### config.mk
export PLATFORM = sky130hd
export DESIGN_NAME = tgi_front
export DESIGN_NICKNAME = d
export VERILOG_FILES = /design/src/hw/rtl/tgi_pkg.sv /design/src/hw/rtl/tgi_front.sv
export SDC_FILE = /design/constraint.sdc
export NUM_CORES = 1
export LEC_CHECK = 0
export ABC_AREA = 1
export BUFFER_PORTS_ARGS = -buffer_cell sky130_fd_sc_hd__buf_2
export CORE_MARGIN = 2
export CORE_UTILIZATION = 41
export DETAILED_ROUTE_END_ITERATION = 10
export PLACE_DENSITY = 0.83
export SKIP_LAST_GASP = 1
export SLEW_MARGIN = 10
export SYNTH_ARGS = -nofsm -noshare
export SYNTH_HDL_FRONTEND = slang
export SYNTH_SLANG_ARGS = --single-unit
### constraint.sdc
create_clock -name clock -period 2.2 [get_ports clock]
set_input_delay 0.22 -clock clock [delete_from_list [all_inputs] [get_ports clock]]
set_output_delay 0.22 -clock clock [all_outputs]
set_load 0.03 [all_outputs]
### src/hw/rtl/tgi_pkg.sv
// ----------------------------------------------------------------------------
// tgi_pkg
// Shared types and constants for the triangle grid interpolator.
// ----------------------------------------------------------------------------
package tgi_pkg;

   localparam int GRID_SIZE_DEF  = 128;
   localparam int FRAC_BITS_DEF  = 8;
   localparam int VALUE_BITS_DEF = 32;

   localparam int COORD_W     = 15;
   localparam int SAMPLE_W    = 32;
   localparam int NUM_BANKS   = 4;
   localparam int BANK_W      = 2;
   // widest bank address and fraction over the whole parameter range
   localparam int BADDR_MAX_W = 18;
   localparam int FRAC_MAX_W  = 17;
   localparam int QUEUE_DEPTH = 4;

   typedef enum logic {
      FUNC_LOAD  = 1'b0,
      FUNC_QUERY = 1'b1
   } func_type;

   typedef logic [BANK_W-1:0] bank_type;

   // bank index is {row parity, column parity}
   localparam bank_type ROW_FLIP  = 2'b10;
   localparam bank_type COL_FLIP  = 2'b01;
   localparam bank_type DIAG_FLIP = 2'b11;

   typedef struct packed {
      func_type                    func;
      logic [COORD_W-1:0]          k1_grid;
      logic [COORD_W-1:0]          k2_grid;
      logic signed [SAMPLE_W-1:0]  table_value;
   } req_type;

   typedef struct packed {
      logic signed [SAMPLE_W-1:0]  value;
      logic                        clamped;
   } rsp_type;

   // one classified request, front to back
   typedef struct packed {
      func_type                                 func;
      bank_type                                 bank;       // write bank or corner bank
      logic [NUM_BANKS-1:0][BADDR_MAX_W-1:0]    addr;
      logic signed [SAMPLE_W-1:0]               wdata;
      logic                                     side_first;
      logic [FRAC_MAX_W-1:0]                    dbig;
      logic [FRAC_MAX_W-1:0]                    dsmall;
      logic                                     clamped;
   } cmd_type;

endpackage

### src/hw/rtl/tgi_front.sv
// ----------------------------------------------------------------------------
// tgi_front
// Accepts requests, tracks the load position and turns each request into a
// bank-addressed command for the back end.
// ----------------------------------------------------------------------------
module tgi_front import tgi_pkg::*; #(
   parameter int GRID_SIZE = GRID_SIZE_DEF,
   parameter int FRAC_BITS = FRAC_BITS_DEF
) (
   input  logic    clock,
   input  logic    reset,
   input  logic    req_valid,
   output logic    req_stall,
   input  req_type req_payload,
   input  logic    queue_full,
   output logic    push,
   output cmd_type push_cmd
);

   localparam int CELL_W     = $clog2(GRID_SIZE);
   localparam int HALF       = (GRID_SIZE + 1) / 2;
   localparam int BANK_DEPTH = HALF * HALF;
   localparam int BADDR_W    = (BANK_DEPTH > 1) ? $clog2(BANK_DEPTH) : 1;
   localparam logic [CELL_W-1:0] LAST_CELL = CELL_W'(GRID_SIZE - 2);
   localparam logic [CELL_W-1:0] LAST_IDX  = CELL_W'(GRID_SIZE - 1);
   localparam logic [FRAC_MAX_W-1:0] FRAC_ONE  = FRAC_MAX_W'(1) << FRAC_BITS;
   localparam logic [FRAC_MAX_W-1:0] FRAC_MASK = FRAC_ONE - FRAC_MAX_W'(1);

   typedef struct packed {
      logic                  clamp;
      logic [CELL_W-1:0]     idx;
      logic [FRAC_MAX_W-1:0] frac;
   } coord_type;

   function automatic coord_type split_coord(input logic [COORD_W-1:0] k);
      coord_type          c;
      logic [COORD_W-1:0] ip;
      ip      = k >> FRAC_BITS;
      c.clamp = ip > COORD_W'(GRID_SIZE - 2);
      c.idx   = c.clamp ? LAST_CELL : ip[CELL_W-1:0];
      c.frac  = c.clamp ? FRAC_ONE : (FRAC_MAX_W'(k) & FRAC_MASK);
      return c;
   endfunction

   // row-major position split across four parity banks
   function automatic logic [BADDR_MAX_W-1:0] bank_addr(input logic [CELL_W-1:0] row,
                                                        input logic [CELL_W-1:0] col);
      logic [BADDR_W-1:0] a;
      a = BADDR_W'(row >> 1) * BADDR_W'(HALF) + BADDR_W'(col >> 1);
      return BADDR_MAX_W'(a);
   endfunction

   logic [CELL_W-1:0] load_row_ff, load_row_in;
   logic [CELL_W-1:0] load_col_ff, load_col_in;
   coord_type         c1, c2;
   logic [CELL_W-1:0] qrow [NUM_BANKS];
   logic [CELL_W-1:0] qcol [NUM_BANKS];
   logic              is_load;

   assign req_stall = queue_full;
   assign push      = req_valid && !queue_full;
   assign is_load   = (req_payload.func == FUNC_LOAD);
   assign c1        = split_coord(req_payload.k1_grid);
   assign c2        = split_coord(req_payload.k2_grid);

   always_comb begin
      push_cmd            = '0;
      push_cmd.func       = req_payload.func;
      push_cmd.wdata      = req_payload.table_value;
      push_cmd.clamped    = c1.clamp || c2.clamp;
      push_cmd.side_first = c1.frac > c2.frac;
      push_cmd.dbig       = push_cmd.side_first ? c1.frac : c2.frac;
      push_cmd.dsmall     = push_cmd.side_first ? c2.frac : c1.frac;
      // each bank holds exactly one of the four cell corners
      for (int b = 0; b < NUM_BANKS; b++) begin
         qrow[b] = (b[1] == c1.idx[0]) ? c1.idx : c1.idx + 1'b1;
         qcol[b] = (b[0] == c2.idx[0]) ? c2.idx : c2.idx + 1'b1;
         push_cmd.addr[b] = is_load ? bank_addr(load_row_ff, load_col_ff)
                                    : bank_addr(qrow[b], qcol[b]);
      end
      push_cmd.bank = is_load ? {load_row_ff[0], load_col_ff[0]}
                              : {c1.idx[0], c2.idx[0]};
   end

   always_comb begin
      load_row_in = load_row_ff;
      load_col_in = load_col_ff;
      if (push && is_load) begin
         if (load_col_ff == LAST_IDX) begin
            load_col_in = '0;
            load_row_in = (load_row_ff == LAST_IDX) ? '0 : load_row_ff + 1'b1;
         end else begin
            load_col_in = load_col_ff + 1'b1;
         end
      end
   end

   always_ff @(posedge clock) begin
      if (reset) begin
         load_row_ff <= '0;
         load_col_ff <= '0;
      end else begin
         load_row_ff <= load_row_in;
         load_col_ff <= load_col_in;
      end
   end

endmodule

# Word-level counts from Yosys, hierarchy flattened
# Cells that the tools add are included.
totals:
  word_cells: 39
  input_bits: 67
  output_inout_bits: 145
  regBits: 14
op_classes:
  reduce_logical: 5
  n_eq_ne: 2
  n_mux: 17
  n_addsub: 9
  n_bitwise: 1
  n_lt_le_gt_ge: 3
ops:
  columns: ["op", "n"]
  rows:
  - ["$add 12x6->12", 5]
  - ["$mux 7", 8]
  - ["$mux 12", 4]
  - ["$mux 9", 4]
  - ["$add 7x1->7 const B", 4]
  - ["$eq 7x7->1 const B", 2]
  - ["$gt 7x7->1 const B", 2]
  - ["$gt 9x9->1", 1]
  - ["$logic_and 1x1->1", 2]
  - ["$mux 2", 1]
  - ["$reduce_and 2->1", 1]
  - ["$logic_not 1->1", 1]
  - ["$logic_or 1x1->1", 1]
  - ["$not 1->1", 1]

# Longest topological paths before layout
logic_depth:
  word_depth: 6
  mapped_depth: 16
  ltp_nobuf: 15

# Worst setup path before layout
# OpenSTA, ideal clock, no wires.
synth_path:
  kind: "input port to output port"
  from: "input port req_payload[44] (netlist bit)"
  to: "output port push_cmd[107] (netlist bit)"
  path_slack_ns: -0.132
  stages: 9
  arrival_time_ns: 2.112
  n_path_buf: 1
  required_time_ns: 1.980
  cell_sequence: "nand2_1 > nor3_2 > nor2_2 > ha_1 > nand2_1 > nor2_1 > nand2_1 > o21ai_0 > buf_4"
synth_rtl:
  columns: ["item", "line", "text"]
  rows:
  - ["from (decl)", "tgi_front.sv:14", "input req_type req_payload,"]
  - ["to (decl)", "tgi_front.sv:17", "output cmd_type push_cmd"]

==> impl_metrics.toml <==
[floorplanning]
design.core.area_um2 = 6390
std_cell_rows = 29
initial_core_util_pct = 42.8
die-height_um = 85.7
io_pins = 212
die-area_um2 = 7340
die_width_um = 85.7

[setup_path]
path_cells = "buf_6, nand2_4, nor3_4, buf_4, nor2_1, inv_1, ha_1, nand2_1, buf_4, nor3_4, nand2_4, buf_8, nand3_1, nand2_1, buf_6"
crit_slowest_cell = "ha_1"
crit_path_end_kind = "primary output"
crit_path_max_fanout = 15
critPathTopFamily = "simple AND/OR/NAND/NOR gates"
startpoint_type = "input pin"
crit_buf_inv = 6
path_class = "in2out"
cp_num_cells = 15
cp_slowest_stage_delay_ns = 0.27
cp.required_ns = 1.98
r2r_cells = 6
arrival_ns = 2.24

[placement]
hpwl_mm = 5.67
gp_congestion = 0.876
numPortBuffers = 107

[global_route]
antenna_found_initial = 0
grt_usage_pct = 22.2
gr-total-overflow = 0
grt_pass1_wl_mm = 13.4
grt_pass1_vias = 3068
grt_max_degree = 31

[timing]
slew_viol_final = 0
finalHoldViolations = 0
worst_pin_slew_ns = 0.510
post-route-period-util_pct = 112
min_period_ns = 2.46
tns_ns = -4.28
layout_setup_ws_ns = -0.259
skew_ns = 0.00268
setup_viol_count_final = 19
fmax_ghz = 0.407
slew_headroom_pct = 65.7
rsz0062_at_grt = "yes"

[route]
drt_iter0_drc = 88
routedWlPerCell_um = 14.4
first_pass_iters = 4
routed_via_density = 4.86
antenna_left = 0
dr_total_vias = 3144
drc = 0
wirelength_mm = 9.33

[clocking]
cts-root-buf = "clkbuf_8"
clkSinkCount = 14
hold_buffers = 0
htreeDepth = 1
cts_tree = "done"
cts_max_path_buffers = 2
clk_pin_slew_ns = 0.06
cts_made_buffers = 3
clk_latency_ns = 0.25

[cells_and_area]
syn_to_final_growth_pct = 45.3
diodes = 0
final_common_cell = "nand2_1"
final_cell_mix = "nand2_1, buf_2, inv_1, buf_4, conb_1"
drive_gt1_share_pct = 46.8
fillers = 567
nNetsFinal = 652

[run_status]
run_status = "complete, but fails checks"
violations = "negative setup slack"

[worst_hold_path]
min_path_cells = 2
min_path_type = "in2reg"

[synthesis]
ys.flop_type = "dfxtp_1"
syn-mean-instance-area_um2 = 5.83
synth_area_um2 = 2740
synthAdderAreaFrac_pct = 6.40
yosys_warnings = 0
ys_ff_latch = 14
synth_cells = 469
synth_async_sr_flop_share_pct = 0
yosys.area_share.simple_pct = 36.2
synth_top_family_by_area = "buffers and inverters"
synthMuxAreaShare_pct = 0
yosysSeqAreaShare_pct = 10.2
synth-edff-count = 0
synthDistinctLibCells = 30
synth_compound_area_share_pct = 7.36
synthXorXnorAreaFrac_pct = 0.960

[power]
irDropWorstVdd_v = 0.000332
p_total_w = 0.00161
power_density_nw_per_um2 = 406
p_leak_nw = 2.21

[run]
cap_violations = 0
-- worst paths after layout --
check                              start                          end  slack [ns]
min                                reset  load_row_ff[5]$_SDFFE_PP0P_        0.23
max                      req_payload[42]                 push_cmd[22]       -0.26
max reg2reg  load_row_ff[0]$_SDFFE_PP0P_  load_row_ff[1]$_SDFFE_PP0P_        0.70
min reg2reg  load_col_ff[5]$_SDFFE_PP0P_  load_col_ff[6]$_SDFFE_PP0P_        0.47
-- per-layer routing --
metal	GRT usage, %	routed length, µm	vias to the layer above
li1	-	-	1508
met1	22.2	3250	1418
met2	42.9	5250	177
met3	2.98	460	41
met4	13.9	376	0
met5	0	0	-
-- worst register-to-register path, delay by kind of cell (launching register included) --
family                   cells  cell delay (ns)
adder cells (fa/ha/maj)      1             0.23
AND/OR/NAND/NOR              4             0.63
AO/OA/AOI/OAI                1             0.07
flip-flops                   1             0.44
-- registers in the layout, indices dropped and copies added, names as in the netlist --
name / cells
load_col_ff: 7
load_row_ff: 7
-- kinds of logic after synthesis --
logic type,count (synthesis)
adder cells (fa/ha/maj),14
flip-flops,14
buffers and inverters,174
AO/OA/AOI/OAI,39
XOR/XNOR,3
other,1
AND/OR/NAND/NOR,224
-- report_power, final --
part | internal [W] | leakage (nW) | total [W] | switching, W
clock network | 0.000159 | 0.0288 | 0.000258 | 0.0000993
logic | 0.000414 | 2.07 | 0.00110 | 0.000683
registers | 0.000255 | 0.113 | 0.000257 | 0.00000192
-- final cells by class --
class | count | area (µm²) | share of cell area (%)
inverter | 65 | 259 | 6.52
sequential | 14 | 280 | 7.05
clock buffer | 4 | 55.1 | 1.38
timing repair inverter | 1 | 6.26 | 0.157
timing repair buffer | 165 | 1290 | 32.5
multi-input combinational | 321 | 1980 | 49.9
tap | 77 | 96.3 | 2.42
-- what timing repair did --
action,4_1_cts,5_1_grt
pin swaps,25,19
setup buffers,7,4
cloned,5,1
gates resized for setup,102,66
setup endpoints to repair,19,27
-- synthesized netlist by cell type (4+ instances only) --
| cell type | number | area [µm²] |
|---|---|---|
| a21oi_1 | 12 | 60.1 |
| nand4_1 | 5 | 31.3 |
| ha_1 | 14 | 175 |
| buf_4 | 102 | 766 |
| o21ai_0 | 18 | 90.1 |
| dfxtp_1 | 14 | 280 |
| nor2_1 | 39 | 146 |
| nand2_2 | 5 | 31.3 |
| nor2_2 | 4 | 25.0 |
| nand2_1 | 129 | 484 |
| inv_2 | 5 | 18.8 |
| nand3_1 | 29 | 145 |
| inv_1 | 58 | 218 |
| o21ai_1 | 7 | 35.0 |
-- per-stage QoR --
stage | hold slack [ns] | util (%) | setup WS, ns | std cells | area, µm²
6_report | 0.227 | 62.2 | -0.259 | 647 | 3980
5_1_grt | 0.223 | 62.2 | -0.382 | 647 | 3980
2_1_floorplan | 0.289 | - | -0.0520 | 508 | 2880
4_1_cts | 0.220 | 57.8 | -0.129 | 642 | 3690
3_5_place_dp | 0.440 | 47.6 | -0.201 | 626 | 3040
3_3_place_gp | 0.440 | 47.6 | -0.122 | 626 | 3040
(Power assumes the default switching activity.)
