<file path="src/hw/rtl/tgi_pkg.sv">
// ----------------------------------------------------------------------------
// tgi_pkg
// Shared types and constants for the triangle grid interpolator.
// ----------------------------------------------------------------------------
package tgi_pkg;

   localparam int GRID_SIZE_DEF  = 128;
   localparam int FRAC_BITS_DEF  = 8;
   localparam int VALUE_BITS_DEF = 32;

   localparam int COORD_W     = 15;
   localparam int SAMPLE_W    = 32;
   localparam int NUM_BANKS   = 4;
   localparam int BANK_W      = 2;
   // widest bank address and fraction over the whole parameter range
   localparam int BADDR_MAX_W = 18;
   localparam int FRAC_MAX_W  = 17;
   localparam int QUEUE_DEPTH = 4;

   typedef enum logic {
      FUNC_LOAD  = 1'b0,
      FUNC_QUERY = 1'b1
   } func_type;

   typedef logic [BANK_W-1:0] bank_type;

   // bank index is {row parity, column parity}
   localparam bank_type ROW_FLIP  = 2'b10;
   localparam bank_type COL_FLIP  = 2'b01;
   localparam bank_type DIAG_FLIP = 2'b11;

   typedef struct packed {
      func_type                    func;
      logic [COORD_W-1:0]          k1_grid;
      logic [COORD_W-1:0]          k2_grid;
      logic signed [SAMPLE_W-1:0]  table_value;
   } req_type;

   typedef struct packed {
      logic signed [SAMPLE_W-1:0]  value;
      logic                        clamped;
   } rsp_type;

   // one classified request, front to back
   typedef struct packed {
      func_type                                 func;
      bank_type                                 bank;       // write bank or corner bank
      logic [NUM_BANKS-1:0][BADDR_MAX_W-1:0]    addr;
      logic signed [SAMPLE_W-1:0]               wdata;
      logic                                     side_first;
      logic [FRAC_MAX_W-1:0]                    dbig;
      logic [FRAC_MAX_W-1:0]                    dsmall;
      logic                                     clamped;
   } cmd_type;

endpackage

</file>
<file path="src/hw/rtl/tgi_queue.sv">
// ----------------------------------------------------------------------------
// tgi_queue
// Short command queue between front end and back end.
// ----------------------------------------------------------------------------
module tgi_queue import tgi_pkg::*; (
   input  logic    clock,
   input  logic    reset,
   input  logic    push,
   input  cmd_type push_cmd,
   output logic    full,
   output logic    head_valid,
   output cmd_type head_cmd,
   input  logic    pop
);

   localparam int PTR_W = $clog2(QUEUE_DEPTH);
   localparam int CNT_W = $clog2(QUEUE_DEPTH + 1);
   localparam logic [PTR_W-1:0] LAST_SLOT = PTR_W'(QUEUE_DEPTH - 1);

   cmd_type           slot_ff [QUEUE_DEPTH];
   logic [PTR_W-1:0]  wr_ptr_ff, wr_ptr_in;
   logic [PTR_W-1:0]  rd_ptr_ff, rd_ptr_in;
   logic [CNT_W-1:0]  count_ff, count_in;

   assign full       = (count_ff == CNT_W'(QUEUE_DEPTH));
   assign head_valid = (count_ff != '0);
   assign head_cmd   = slot_ff[rd_ptr_ff];

   always_comb begin
      wr_ptr_in = wr_ptr_ff;
      rd_ptr_in = rd_ptr_ff;
      count_in  = count_ff;
      if (push) begin
         wr_ptr_in = (wr_ptr_ff == LAST_SLOT) ? '0 : wr_ptr_ff + 1'b1;
      end
      if (pop) begin
         rd_ptr_in = (rd_ptr_ff == LAST_SLOT) ? '0 : rd_ptr_ff + 1'b1;
      end
      if (push && !pop) begin
         count_in = count_ff + 1'b1;
      end else if (pop && !push) begin
         count_in = count_ff - 1'b1;
      end
   end

   always_ff @(posedge clock) begin
      if (reset) begin
         wr_ptr_ff <= '0;
         rd_ptr_ff <= '0;
         count_ff  <= '0;
      end else begin
         wr_ptr_ff <= wr_ptr_in;
         rd_ptr_ff <= rd_ptr_in;
         count_ff  <= count_in;
      end
   end

   always_ff @(posedge clock) begin
      if (push) begin
         slot_ff[wr_ptr_ff] <= push_cmd;
      end
   end

   a_count_bound: assert property (@(posedge clock) disable iff (reset)
      count_ff <= CNT_W'(QUEUE_DEPTH))
      else $error("queue count past depth");

   a_no_overflow: assert property (@(posedge clock) disable iff (reset)
      push |-> (!full || pop))
      else $error("push into full queue");

   a_pop_nonempty: assert property (@(posedge clock) disable iff (reset)
      pop |-> head_valid)
      else $error("pop from empty queue");

endmodule

</file>
<file path="config.mk">
export PLATFORM = sky130hd
export DESIGN_NAME = tgi_queue
export DESIGN_NICKNAME = d
export VERILOG_FILES = /design/src/hw/rtl/tgi_pkg.sv /design/src/hw/rtl/tgi_queue.sv
export SDC_FILE = /design/constraint.sdc
export NUM_CORES = 1
export LEC_CHECK = 0
export BUFFER_PORTS_ARGS = -buffer_cell sky130_fd_sc_hd__buf_2
export CAP_MARGIN = 20
export CELL_PAD_IN_SITES_DETAIL_PLACEMENT = 0
export CELL_PAD_IN_SITES_GLOBAL_PLACEMENT = 1
export CORE_MARGIN = 1.5
export CORE_UTILIZATION = 30
export DETAILED_ROUTE_END_ITERATION = 16
export PLACE_DENSITY_LB_ADDON = 0.2
export SYNTH_ARGS = -nofsm -noshare
export SYNTH_HDL_FRONTEND = slang
export SYNTH_SLANG_ARGS = --single-unit
</file>
<file path="constraint.sdc">
create_clock -name clock -period 5.9 [get_ports clock]
set_input_delay 0.885 -clock clock [delete_from_list [all_inputs] [get_ports clock]]
set_output_delay 0.885 -clock clock [all_outputs]
set_load 0.02 [all_outputs]
</file>
Word-level counts from Yosys, hierarchy flattened

Memory sizes are Yosys's and may differ from the RTL's. A register that Yosys moved wholly into a read port is not among the register bits.
Index checks and enable logic that the tools add are counted.

Add/sub/neg operators: 4
Muxes and demuxes: 8
Eq/ne operators: 3
Reductions and logical operators: 6

Operators by type and width:

| cell                  | count |
|---|---|
| $mux W2               | 4 |
| $mux W3               | 2 |
| $add A2 B1 Y2 const B | 2 |
| $eq A2 B2 Y1 const B  | 2 |
| $add A3 B1 Y3 const B | 1 |
| $eq A3 B3 Y1 const B  | 1 |
| $reduce_bool A3 Y1    | 1 |
| $sub A3 B1 Y3 const B | 1 |
| $logic_and A1 B1 Y1   | 2 |
| $logic_not A1 Y1      | 2 |
| $mux W1               | 2 |
| $reduce_bool A2 Y1    | 1 |

Register bits after elaboration: 7
Input port bits: 147
Memories: 1
Output and inout port bits: 145
Logic and storage cells: 25
Memory bits (writable): 572

Memory list:

| name    | depth | width | read ports | clocked after Yosys merged registers in | write ports | line            | text |
|---|---|---|---|---|---|---|---|
| slot_ff | 4     | 143   | 1          | 1                                       | 1           | tgi_queue.sv:20 | `cmd_type slot_ff [QUEUE_DEPTH];` |

Longest topological paths before layout

Gate-level depths: netlist (run 1).

Depth in word-level cells: 4
Gate-level depth with buffers: 7

Worst setup path before layout (run 1)

No wires, ideal clock.

Kind: input-to-reg
Start point: input port push
End point: memory slot_ff[0][0] (netlist name), enable pin
Path buffers: 0
Library setup time: 0.519 ns
Arrival time: 4.152 ns
Setup slack: 1.229 ns
Cell stages on the path: 1
Data required time: 5.381 ns
Path through: and2_1

Longest elaborated chain between the ends: 2

RTL lines:

| item                          | line            | text |
|---|---|---|
| start, declared               | tgi_queue.sv:8  | `input logic push,` |
| $mux W1                       | tgi_queue.sv:59 | `if (push) begin` |
| $mux W1 (implied by the code) | tgi_queue.sv:60 | `slot_ff[wr_ptr_ff] <= push_cmd;` |
| end, declared                 | tgi_queue.sv:20 |  |

No other way between the ends.

==> impl_metrics.ini, run 1 <==
[critical_path]
critPathCaptureType = output port
critical-path-slowest-cell = sky130_fd_sc_hd__dfxtp_4
timing.critical_path.arrival_ns = 2.83
worst_path_largest_cell_delay_ns = 0.94
worst_setup_path_start_kind = flop
crit_type = reg -> out
critical_path_required_ns = 5.02
largest_fanout_on_the_critical_path = 54
critical_path.cell_chain = buf_4 -> mux4_2 -> buf_2

[clocking]
clock_latency_ns = 0.60
cts-htree-levels = 3
cts_repair_resize_count = 0
cts.reportedPaths.clkPinSlew_ns = 0.06
cts-buffers-inserted = 66
cts_setup_buffers = 0
clock_sinks = 581
max-clock-path-buffers = 3
clock-root-buffer = sky130_fd_sc_hd__clkbuf_16
hold_buffers = 0
tritoncts = built

[timing]
finalSetupViolCount = 0
min_period_ns = 3.71
max-slew-margin-rel = 0.344
worst_pin_slew_ns = 0.984
hold_vio_cnt_final = 0
setup_tns_ns = 0
fmaxAchievable_ghz = 0.269
slew_viol_final = 0
rsz0062_at_grt = no
layout_worst_path_cycle_share = 0.630
clock-skew-final_ns = 0.0238
setup_slack_ns = 2.19

[drt]
drc = 0
total_wire_length_after_detailed_routing_mm = 44.8
routedWlPerCell_microns = 21.2
vias_per_cell = 4.46
dr_total_vias = 9408
drt-initial-drc-count = 591
route.antenna.remaining_nets = 0
first_pass_iters = 4

[pwr]
leakagePower_nw = 8.48
power.clock.fraction = 0.405
switching_share = 0.230
p_per_area_nw_per_um2 = 369
seqPwrFrac = 0.505
power_frac_comb = 0.089
p_sw_w = 0.00218
ir_worst_vdd_mv = 0.267
internal-power_w = 0.00731

[synth]
yosys.cell_count.top_type = sky130_fd_sc_hd__edfxtp_1
ys_async_sr_fraction = 0
synth_cell_type_count = 17
yosys_warnings = 0
yosys_register_bits = 581
syn_avg_cell_area_sq_um = 26.6
synth_top_area_share = 0.816
synth_nets = 945
postSynth.topFlopCell = sky130_fd_sc_hd__edfxtp_1
synth_area_sq_um = 21000
synth_sequential_area_ratio = 0.825
postSynthCellCount = 791
synth.top_cells.by_count = sky130_fd_sc_hd__edfxtp_1, sky130_fd_sc_hd__mux4_2, sky130_fd_sc_hd__buf_2, sky130_fd_sc_hd__buf_6, sky130_fd_sc_hd__dfxtp_1
synth_top_cell_by_area = sky130_fd_sc_hd__edfxtp_1
synth.area.top_cells = sky130_fd_sc_hd__edfxtp_1, sky130_fd_sc_hd__mux4_2, sky130_fd_sc_hd__dfxtp_1
synth_enable_flop_cells = 572

[die]
design.portCount = 292
start_util = 0.305
floorplan.core_area_sq_um = 69100
fp.dieW_microns = 268
core.rowCount = 96
dieHeight_microns = 268
die_area_sq_um = 71800

[final_layout]
drive_above_1_share = 0.460
final_core_util = 0.372
fin_nets = 1284
syn_to_final_growth_pct = 22.0

[status]
status = completed

[job]
max_cap_viol_count = 0

[global_route]
number_of_antenna_violations_at_the_first_check_in_global_routing = 10
grt_pass1_wl_mm = 65.3
grt_pass1_vias = 10100
grt_max_degree = 72
groute.usage.overall = 0.124
globalRouteOverflowTotal = 0

[placement]
pre_cts_setup_slack_ns = 2.69
routability_congestion = 0.659
place.detailed.hpwl_mm = 25.3
buffers_on_ports = 291

[hold_path]
hold_path_class = reg -> reg
## path summary, 6_finish.rpt
kind,from,endpoint,slack [ns],cells after the start
setup / recovery,flop,head_cmd[100],2.19,3
hold / removal,count_ff[2],count_ff[2],0.50,2
setup reg to reg,wr_ptr_ff[0],slot_ff[3][57],3.66,3
hold reg to reg,count_ff[2],count_ff[2],0.50,2
## flip-flops by register name, indices dropped and copies added, names as in the netlist, named ones only
signal / count
rd_ptr_ff: 2
count_ff: 3
wr_ptr_ff: 2
slot_ff: 572
## area by class of cell
type / instances / area (sq um)
antenna: 1 / 2.50
clock buffer: 85 / 1800
clock inverter: 30 / 233
fill: 6398 / 43400
inverter: 4 / 15.0
multi-input combinational: 174 / 3480
sequential: 581 / 17400
tap: 931 / 1160
timing repair buffer: 303 / 1630
## cells in the final DEF (no fill, tap or decap), types with 7 or more instances in the layout
master	instances
sky130_fd_sc_hd__buf_12	7
sky130_fd_sc_hd__buf_2	291
sky130_fd_sc_hd__clkbuf_1	14
sky130_fd_sc_hd__clkbuf_16	68
sky130_fd_sc_hd__clkinv_1	12
sky130_fd_sc_hd__clkinv_2	9
sky130_fd_sc_hd__dfxtp_1	7
sky130_fd_sc_hd__edfxtp_1	572
sky130_fd_sc_hd__mux4_2	143
sky130_fd_sc_hd__nor2_1	7
## per-stage QoR
step	hold WS [ns]	std cells	power (W)	instance area, sq um
2_1_floorplan	0.455	791	0.00541	21000
3_3_place_gp	0.476	1993	0.00575	23700
3_5_place_dp	0.499	1993	0.00576	23700
4_1_cts	0.450	2108	0.00967	25700
5_1_grt	0.473	2108	0.00986	25700
6_report	0.500	2109	0.00949	25700
## routing by layer
metal / wire (microns) / global-route usage
met1: 19800 / 0.167
met3: 3080 / 0.0433
met4: 1230 / 0.0460
met2: 20600 / 0.187
met5: 94 / 0
## worst max-delay path, delay by kind of cell (launching register included)
family   cells  cell delay (ns)
flops        1             0.94
buf+inv      2             0.83
mux          1             0.41
## power by group through the flow
stage	combinational, W	clock [W]	sequential (W)
6_report	0.000849	0.00384	0.00479
5_1_grt	0.000919	0.00413	0.00481
4_1_cts	0.000879	0.00399	0.00480
3_5_place_dp	0.000876	0	0.00489
3_3_place_gp	0.000871	0	0.00488
2_1_floorplan	0.000544	0	0.00487
## kinds of logic after synthesis
kind of cell	count (synthesis)	share of synthesized area
flip-flops	581	0.825
multiplexers	147	0.155
buffers and inverters	36	0.0106
AND/OR/NAND/NOR	15	0.00375
adder cells (fa/ha/maj)	7	0.00452
AO/OA/AOI/OAI	3	0.000713
XOR/XNOR	2	0.000832
Note: power is estimated with default switching activity, not from simulation.
==> inputs of run 2 (changes only) <==
- ABC_AREA: not set -> 1
- clock period: 5.9 -> 3.2 ns (I/O delays scaled with it)
==> run 2 against run 1 <==
  * Combinational power up 120%
  * Largest power group unchanged
  * Clock power rose by 97%
  * Synthesized cell count rose by 82%
  * Clock-buffer cell count increased by 3
  * Largest cell class unchanged
==> impl_metrics.ini, run 2 <==
[status]
status = completed

[timing]
setup_tns_ns = 0
clock-skew-final_ns = 0.00998
worst_pin_slew_ns = 0.858
slew_viol_final = 0
layout_worst_path_cycle_share = 0.866
setup_slack_ns = 0.429
finalSetupViolCount = 0
rsz0062_at_grt = no
max-slew-margin-rel = 0.428
min_period_ns = 2.77
hold_vio_cnt_final = 0
fmaxAchievable_ghz = 0.361

[die]
fp.dieW_microns = 272
design.portCount = 292
die_area_sq_um = 73800
start_util = 0.303
floorplan.core_area_sq_um = 71500
core.rowCount = 98
dieHeight_microns = 272

[global_route]
number_of_antenna_violations_at_the_first_check_in_global_routing = 13
grt.met1_usage = 0.183
grtUsageMet3 = 0.0483
busiest_grt_layer = met2
grt_pass1_vias = 12700
groute.usage.overall = 0.145
grt_max_degree = 153
global_route.usage.met2 = 0.236
globalRouteOverflowTotal = 0
grt_pass1_wl_mm = 80.9

[hold_path]
hold_path_class = in -> reg

[placement]
postPlaceCellArea_sq_um = 24200
routability_congestion = 0.712
place.detailed.hpwl_mm = 29.3
pre_cts_setup_slack_ns = 0.945
buffers_on_ports = 291

[critical_path]
r2r_setup_slack_ns = 1.05
worst_setup_path_start_kind = flop
critPathCaptureType = output port
largest_fanout_on_the_critical_path = 152
timing.critical_path.arrival_ns = 2.29
crit_type = reg -> out
critical_path_required_ns = 2.72

[synth]
ys_async_sr_fraction = 0
yosys_register_bits = 581
synth.area.top_cells = sky130_fd_sc_hd__edfxtp_1, sky130_fd_sc_hd__o21ai_0, sky130_fd_sc_hd__nor2_1
synth.top_cells.by_count = sky130_fd_sc_hd__edfxtp_1, sky130_fd_sc_hd__nor2_1, sky130_fd_sc_hd__o21ai_0, sky130_fd_sc_hd__o22ai_1, sky130_fd_sc_hd__clkbuf_1
synth_top_cell_by_area = sky130_fd_sc_hd__edfxtp_1
syn_avg_cell_area_sq_um = 15.0
synth_nets = 1597
synth_enable_flop_cells = 572
yosys_warnings = 0
postSynthCellCount = 1443
synth_cell_type_count = 22
yosys.cell_count.top_type = sky130_fd_sc_hd__edfxtp_1
postSynth.topFlopCell = sky130_fd_sc_hd__edfxtp_1
synth_area_sq_um = 21700
synth_top_area_share = 0.793
synth_sequential_area_ratio = 0.801

[clocking]
clock-root-buffer = sky130_fd_sc_hd__clkbuf_16
cts_repair_resize_count = 0
cts-buffers-inserted = 66
hold_buffers = 0
clock_latency_ns = 0.59
cts.reportedPaths.clkPinSlew_ns = 0.06
cts_setup_buffers = 0
tritoncts = built
cts-htree-levels = 3
max-clock-path-buffers = 3
clock_sinks = 581

[drt]
first_pass_iters = 4
drc = 0
routedWlPerCell_microns = 19.8
drt-initial-drc-count = 805
dr_total_vias = 12800
route.antenna.remaining_nets = 0
vias_per_cell = 4.68
total_wire_length_after_detailed_routing_mm = 54.2

[final_layout]
most_common_cell_after_layout_fill_and_taps_aside = sky130_fd_sc_hd__edfxtp_1
drive_above_1_share = 0.233
inserted_diodes = 0
max_flop_register = slot_ff
largest_registers_in_the_final_layout = slot_ff (572), count_ff (3)
final.fill_count = 6840
final_core_util = 0.369
syn_to_final_growth_pct = 21.6
most-common-layout-cells = sky130_fd_sc_hd__edfxtp_1, sky130_fd_sc_hd__nor2_1, sky130_fd_sc_hd__buf_2, sky130_fd_sc_hd__o21ai_0, sky130_fd_sc_hd__o22ai_1
largest_register_ff_count = 572
final_area_sq_um = 26400
fin_nets = 1891

[pwr]
p_per_area_nw_per_um2 = 691
ir_worst_vdd_mv = 0.441
leakagePower_nw = 9.04

[job]
max_cap_viol_count = 0
-- run 2: cell count changes in the layout (fill, tap and decap cells not counted), sizes merged, moves of 3 or more --
| cell | before | now |
|---|---|---|
| clkinvlp | 1 | 5 |
| nand2 | 0 | 9 |
| clkinv | 25 | 17 |
| clkbuf | 85 | 88 |
| inv | 6 | 15 |
| nor3 | 0 | 3 |
| and2 | 4 | 0 |
| buf | 303 | 320 |
| o21ai | 1 | 289 |
| nor2 | 7 | 295 |
| mux2i | 4 | 0 |
| bufinv | 2 | 8 |
| o22ai | 0 | 143 |
| mux4 | 143 | 0 |
-- run 2: cell type report --
type,instances,area (sq um),share of cell area
Sequential cell,581,17400,0.659
Multi-Input combinational cell,752,3630,0.138
Timing Repair Buffer,320,1910,0.0725
Clock buffer,88,1800,0.0682
Tap cell,950,1190,0.0451
Clock inverter,29,379,0.0144
Inverter,16,85.1,0.00323
-- run 2: through the flow --
| step | hold slack, ns | instances | total power (W) |
|---|---|---|---|
| 3_3_place_gp | 0.515 | 2619 | 0.0108 |
| 3_5_place_dp | 0.523 | 2619 | 0.0109 |
| 2_1_floorplan | 0.490 | 1443 | 0.0101 |
| 4_1_cts | 0.0456 | 2736 | 0.0186 |
| 5_1_grt | 0.0666 | 2736 | 0.0190 |
| 6_report | 0.101 | 2736 | 0.0182 |
-- run 2: metal layers --
| layer | up-vias | routed length, microns |
|---|---|---|
| met1 | 6346 | 23400 |
| li1 | 6065 | - |
| met4 | 26 | 958 |
| met2 | 277 | 25900 |
| met5 | - | 160 |
| met3 | 88 | 3780 |
-- run 2: worst max-delay path, cell delays in order, from the launching register on --
cell	delay [ns]
sky130_fd_sc_hd__dfxtp_4	0.40
sky130_fd_sc_hd__buf_12	0.36
sky130_fd_sc_hd__o21ai_0	0.23
sky130_fd_sc_hd__o22ai_1	0.20
sky130_fd_sc_hd__buf_2	0.20
-- run 2: report_power, final --
| part | internal (W) | leakage (nW) | switching (W) |
|---|---|---|---|
| Sequential | 0.00871 | 5.33 | 0.0000730 |
| Combinational | 0.000541 | 2.66 | 0.00132 |
| Clock | 0.00461 | 1.05 | 0.00297 |
-- run 2: cell families (layout without fill, tap and decap cells) --
family | count (synthesis) | in the layout | share of synthesized area
AO/OA/AOI/OAI | 435 | 435 | 0.109
XOR/XNOR | 1 | 1 | 0.000404
adder cells (fa/ha/maj) | 7 | 7 | 0.00439
buffers and inverters | 110 | 453 | 0.0316
flip-flops | 581 | 581 | 0.801
AND/OR/NAND/NOR | 309 | 309 | 0.0539
-- run 2: path summary, 6_finish.rpt --
| kind | from | end | cells past startpoint |
|---|---|---|---|
| max | flop | head_cmd[73] | 4 |
| min | push_cmd[119] | slot_ff[2][119] | 1 |
| max reg2reg | wr_ptr_ff[0] | slot_ff[2][118] | 5 |
| min reg2reg | wr_ptr_ff[1] | wr_ptr_ff[1] | 2 |
==> inputs of run 3 (changes only) <==
- BUFFER_PORTS_ARGS: -buffer_cell sky130_fd_sc_hd__buf_2 -> not set
- DONT_BUFFER_PORTS: not set -> 1
- clock period: 3.2 -> 3.6 ns (I/O delays scaled with it)
==> run 3 against run 2 <==
  * Global-route usage about the same
  * Worst setup slack got worse by 0.032 ns
  * Non-clock buffer count decreased by 165
  * Critical path depth decreased by 1
  * Clock power decreased by 16%
  * Register-to-register slack improved by 0.26 ns
  * First-iteration DRC count decreased by 0.50%
  * Routed wire length decreased by 0.48%
  * Cell area decreased by 1.4%
  * Critical path type unchanged
==> impl_metrics.ini, run 3 (synthesis gave the netlist of run 2 again) <==
[final_layout]
syn_to_final_growth_pct = 19.9
largest_registers_in_the_final_layout = slot_ff (572), count_ff (3)
most_common_cell_after_layout_fill_and_taps_aside = sky130_fd_sc_hd__edfxtp_1
max_flop_register = slot_ff
final.fill_count = 6810
fin_nets = 1727
most-common-layout-cells = sky130_fd_sc_hd__edfxtp_1, sky130_fd_sc_hd__nor2_1, sky130_fd_sc_hd__o21ai_0, sky130_fd_sc_hd__o22ai_1, sky130_fd_sc_hd__dlygate4sd3_1
drive_above_1_share = 0.0819
largest_register_ff_count = 572

[pwr]
leakagePower_nw = 8.37
p_sw_w = 0.00379
ir_worst_vdd_mv = 0.338
power.clock.fraction = 0.408
p_per_area_nw_per_um2 = 603
power_frac_comb = 0.094
seqPwrFrac = 0.498
switching_share = 0.242
internal-power_w = 0.0119

[drt]
vias_per_cell = 4.77
route.antenna.remaining_nets = 0
drc = 0
drt-initial-drc-count = 801
first_pass_iters = 5
total_wire_length_after_detailed_routing_mm = 54.0
routedWlPerCell_microns = 21.0
dr_total_vias = 12300

[placement]
routability_congestion = 0.714
place.detailed.hpwl_mm = 30.0
buffers_on_ports = 0

[timing]
min_period_ns = 3.20
clock-skew-final_ns = 0.0231
fmaxAchievable_ghz = 0.312
slew_viol_final = 0
fin_hold_ws_ns = 0.0479
layout_worst_path_cycle_share = 0.890
max-slew-margin-rel = 0.427
setup_tns_ns = 0
hold_vio_cnt_final = 0
finalSetupViolCount = 0
worst_pin_slew_ns = 0.860
rsz0062_at_grt = no

[clocking]
max-clock-path-buffers = 3
cts-buffers-inserted = 67
clock-root-buffer = sky130_fd_sc_hd__clkbuf_16
clock_sinks = 581
clock_latency_ns = 0.60
tritoncts = built
cts.reportedPaths.clkPinSlew_ns = 0.06
cts-htree-levels = 3

[status]
status = completed

[critical_path]
timing.critical_path.arrival_ns = 2.66
critPathCaptureType = output port
crit_type = reg -> out
worst_setup_path_start_kind = flop
critical_path_required_ns = 3.06
critical_path.cell_chain = buf_12 -> o21ai_0 -> o22ai_1
largest_fanout_on_the_critical_path = 103
critical-path-slowest-cell = sky130_fd_sc_hd__dfxtp_4
worst_path_largest_cell_delay_ns = 0.69

[die]
dieHeight_microns = 272
die_area_sq_um = 73800
start_util = 0.303
floorplan.core_area_sq_um = 71500
core.rowCount = 98
fp.dieW_microns = 272
design.portCount = 292

[global_route]
groute.usage.overall = 0.145
grt_pass1_vias = 12600
grt_pass1_wl_mm = 80.5
number_of_antenna_violations_at_the_first_check_in_global_routing = 6
grt_max_degree = 144
globalRouteOverflowTotal = 0

[hold_path]
hold_path_class = in -> reg

[job]
max_cap_viol_count = 0
==> run 3: cell count changes in the layout (fill, tap and decap cells not counted), moves of 2 or more <==
cell,change
sky130_fd_sc_hd__buf_2,-291
sky130_fd_sc_hd__dlygate4sd3_1,+117
sky130_fd_sc_hd__buf_4,+14
sky130_fd_sc_hd__buf_12,-5
sky130_fd_sc_hd__bufinv_16,-5
sky130_fd_sc_hd__clkbuf_1,+4
sky130_fd_sc_hd__clkinv_2,+4
sky130_fd_sc_hd__diode_2,+3
sky130_fd_sc_hd__clkinv_1,-2
==> run 3: per-layer routing <==
metal / vias up / track usage / routed length [microns]
met5: - / 0 / 26
met4: 4 / 0.0501 / 1130
met3: 78 / 0.0513 / 4200
met2: 294 / 0.240 / 26000
met1: 6174 / 0.175 / 22600
li1: 5735 / - / -
==> run 3: final timing paths <==
| check | from | to | slack [ns] | cells past startpoint |
|---|---|---|---|---|
| max | flop | head_cmd[85] | 0.40 | 3 |
| min | push_cmd[19] | slot_ff[1][19] | 0.05 | 0 |
| max reg2reg | wr_ptr_ff[0] | slot_ff[2][83] | 1.31 | 6 |
| min reg2reg | count_ff[2] | count_ff[2] | 0.54 | 3 |
==> run 3: power groups by stage <==
stage	logic [W]	clock network (W)	registers, W
global placement	0.00136	0	0.00795
floorplan	0.000996	0	0.00795
detailed placement	0.00137	0	0.00796
finish	0.00148	0.00639	0.00781
CTS	0.00152	0.00660	0.00781
global route	0.00162	0.00684	0.00783
==> run 3: final cells by class <==
type,instances,area (sq um),area share
Antenna cell,3,7.51,0.000289
Inverter,16,85.1,0.00327
Timing Repair Buffer,155,1630,0.0628
Tap cell,950,1190,0.0458
Clock inverter,26,238,0.00915
Multi-Input combinational cell,752,3630,0.140
Sequential cell,581,17400,0.668
Clock buffer,93,1840,0.0707
==> run 3: what timing repair did <==
action,4_1_cts,5_1_grt
setup buffers,0,0
hold endpoints to repair,423,0
endpoints found under the setup margin,0,0
hold buffers,117,0
resized for setup,0,0
==> run 3: stage by stage <==
step / power (W) / setup slack [ns] / utilization / cells / instance area (sq um)
global placement: 0.00931 / 1.03 / 0.318 / 2337 / 22700
CTS: 0.0159 / 0.384 / 0.363 / 2573 / 26000
global route: 0.0163 / 0.218 / 0.363 / 2576 / 26000
finish: 0.0157 / 0.397 / 0.363 / 2576 / 26000
floorplan: 0.00894 / 0.376 / - / 1443 / 21700
detailed placement: 0.00932 / 1.02 / 0.318 / 2337 / 22700
==> run 3: critical path, delay by kind of cell, from the launching register on <==
family	cells	cell delay, ns
compound gates	2	0.79
flops	1	0.69
buf+inv	1	0.31
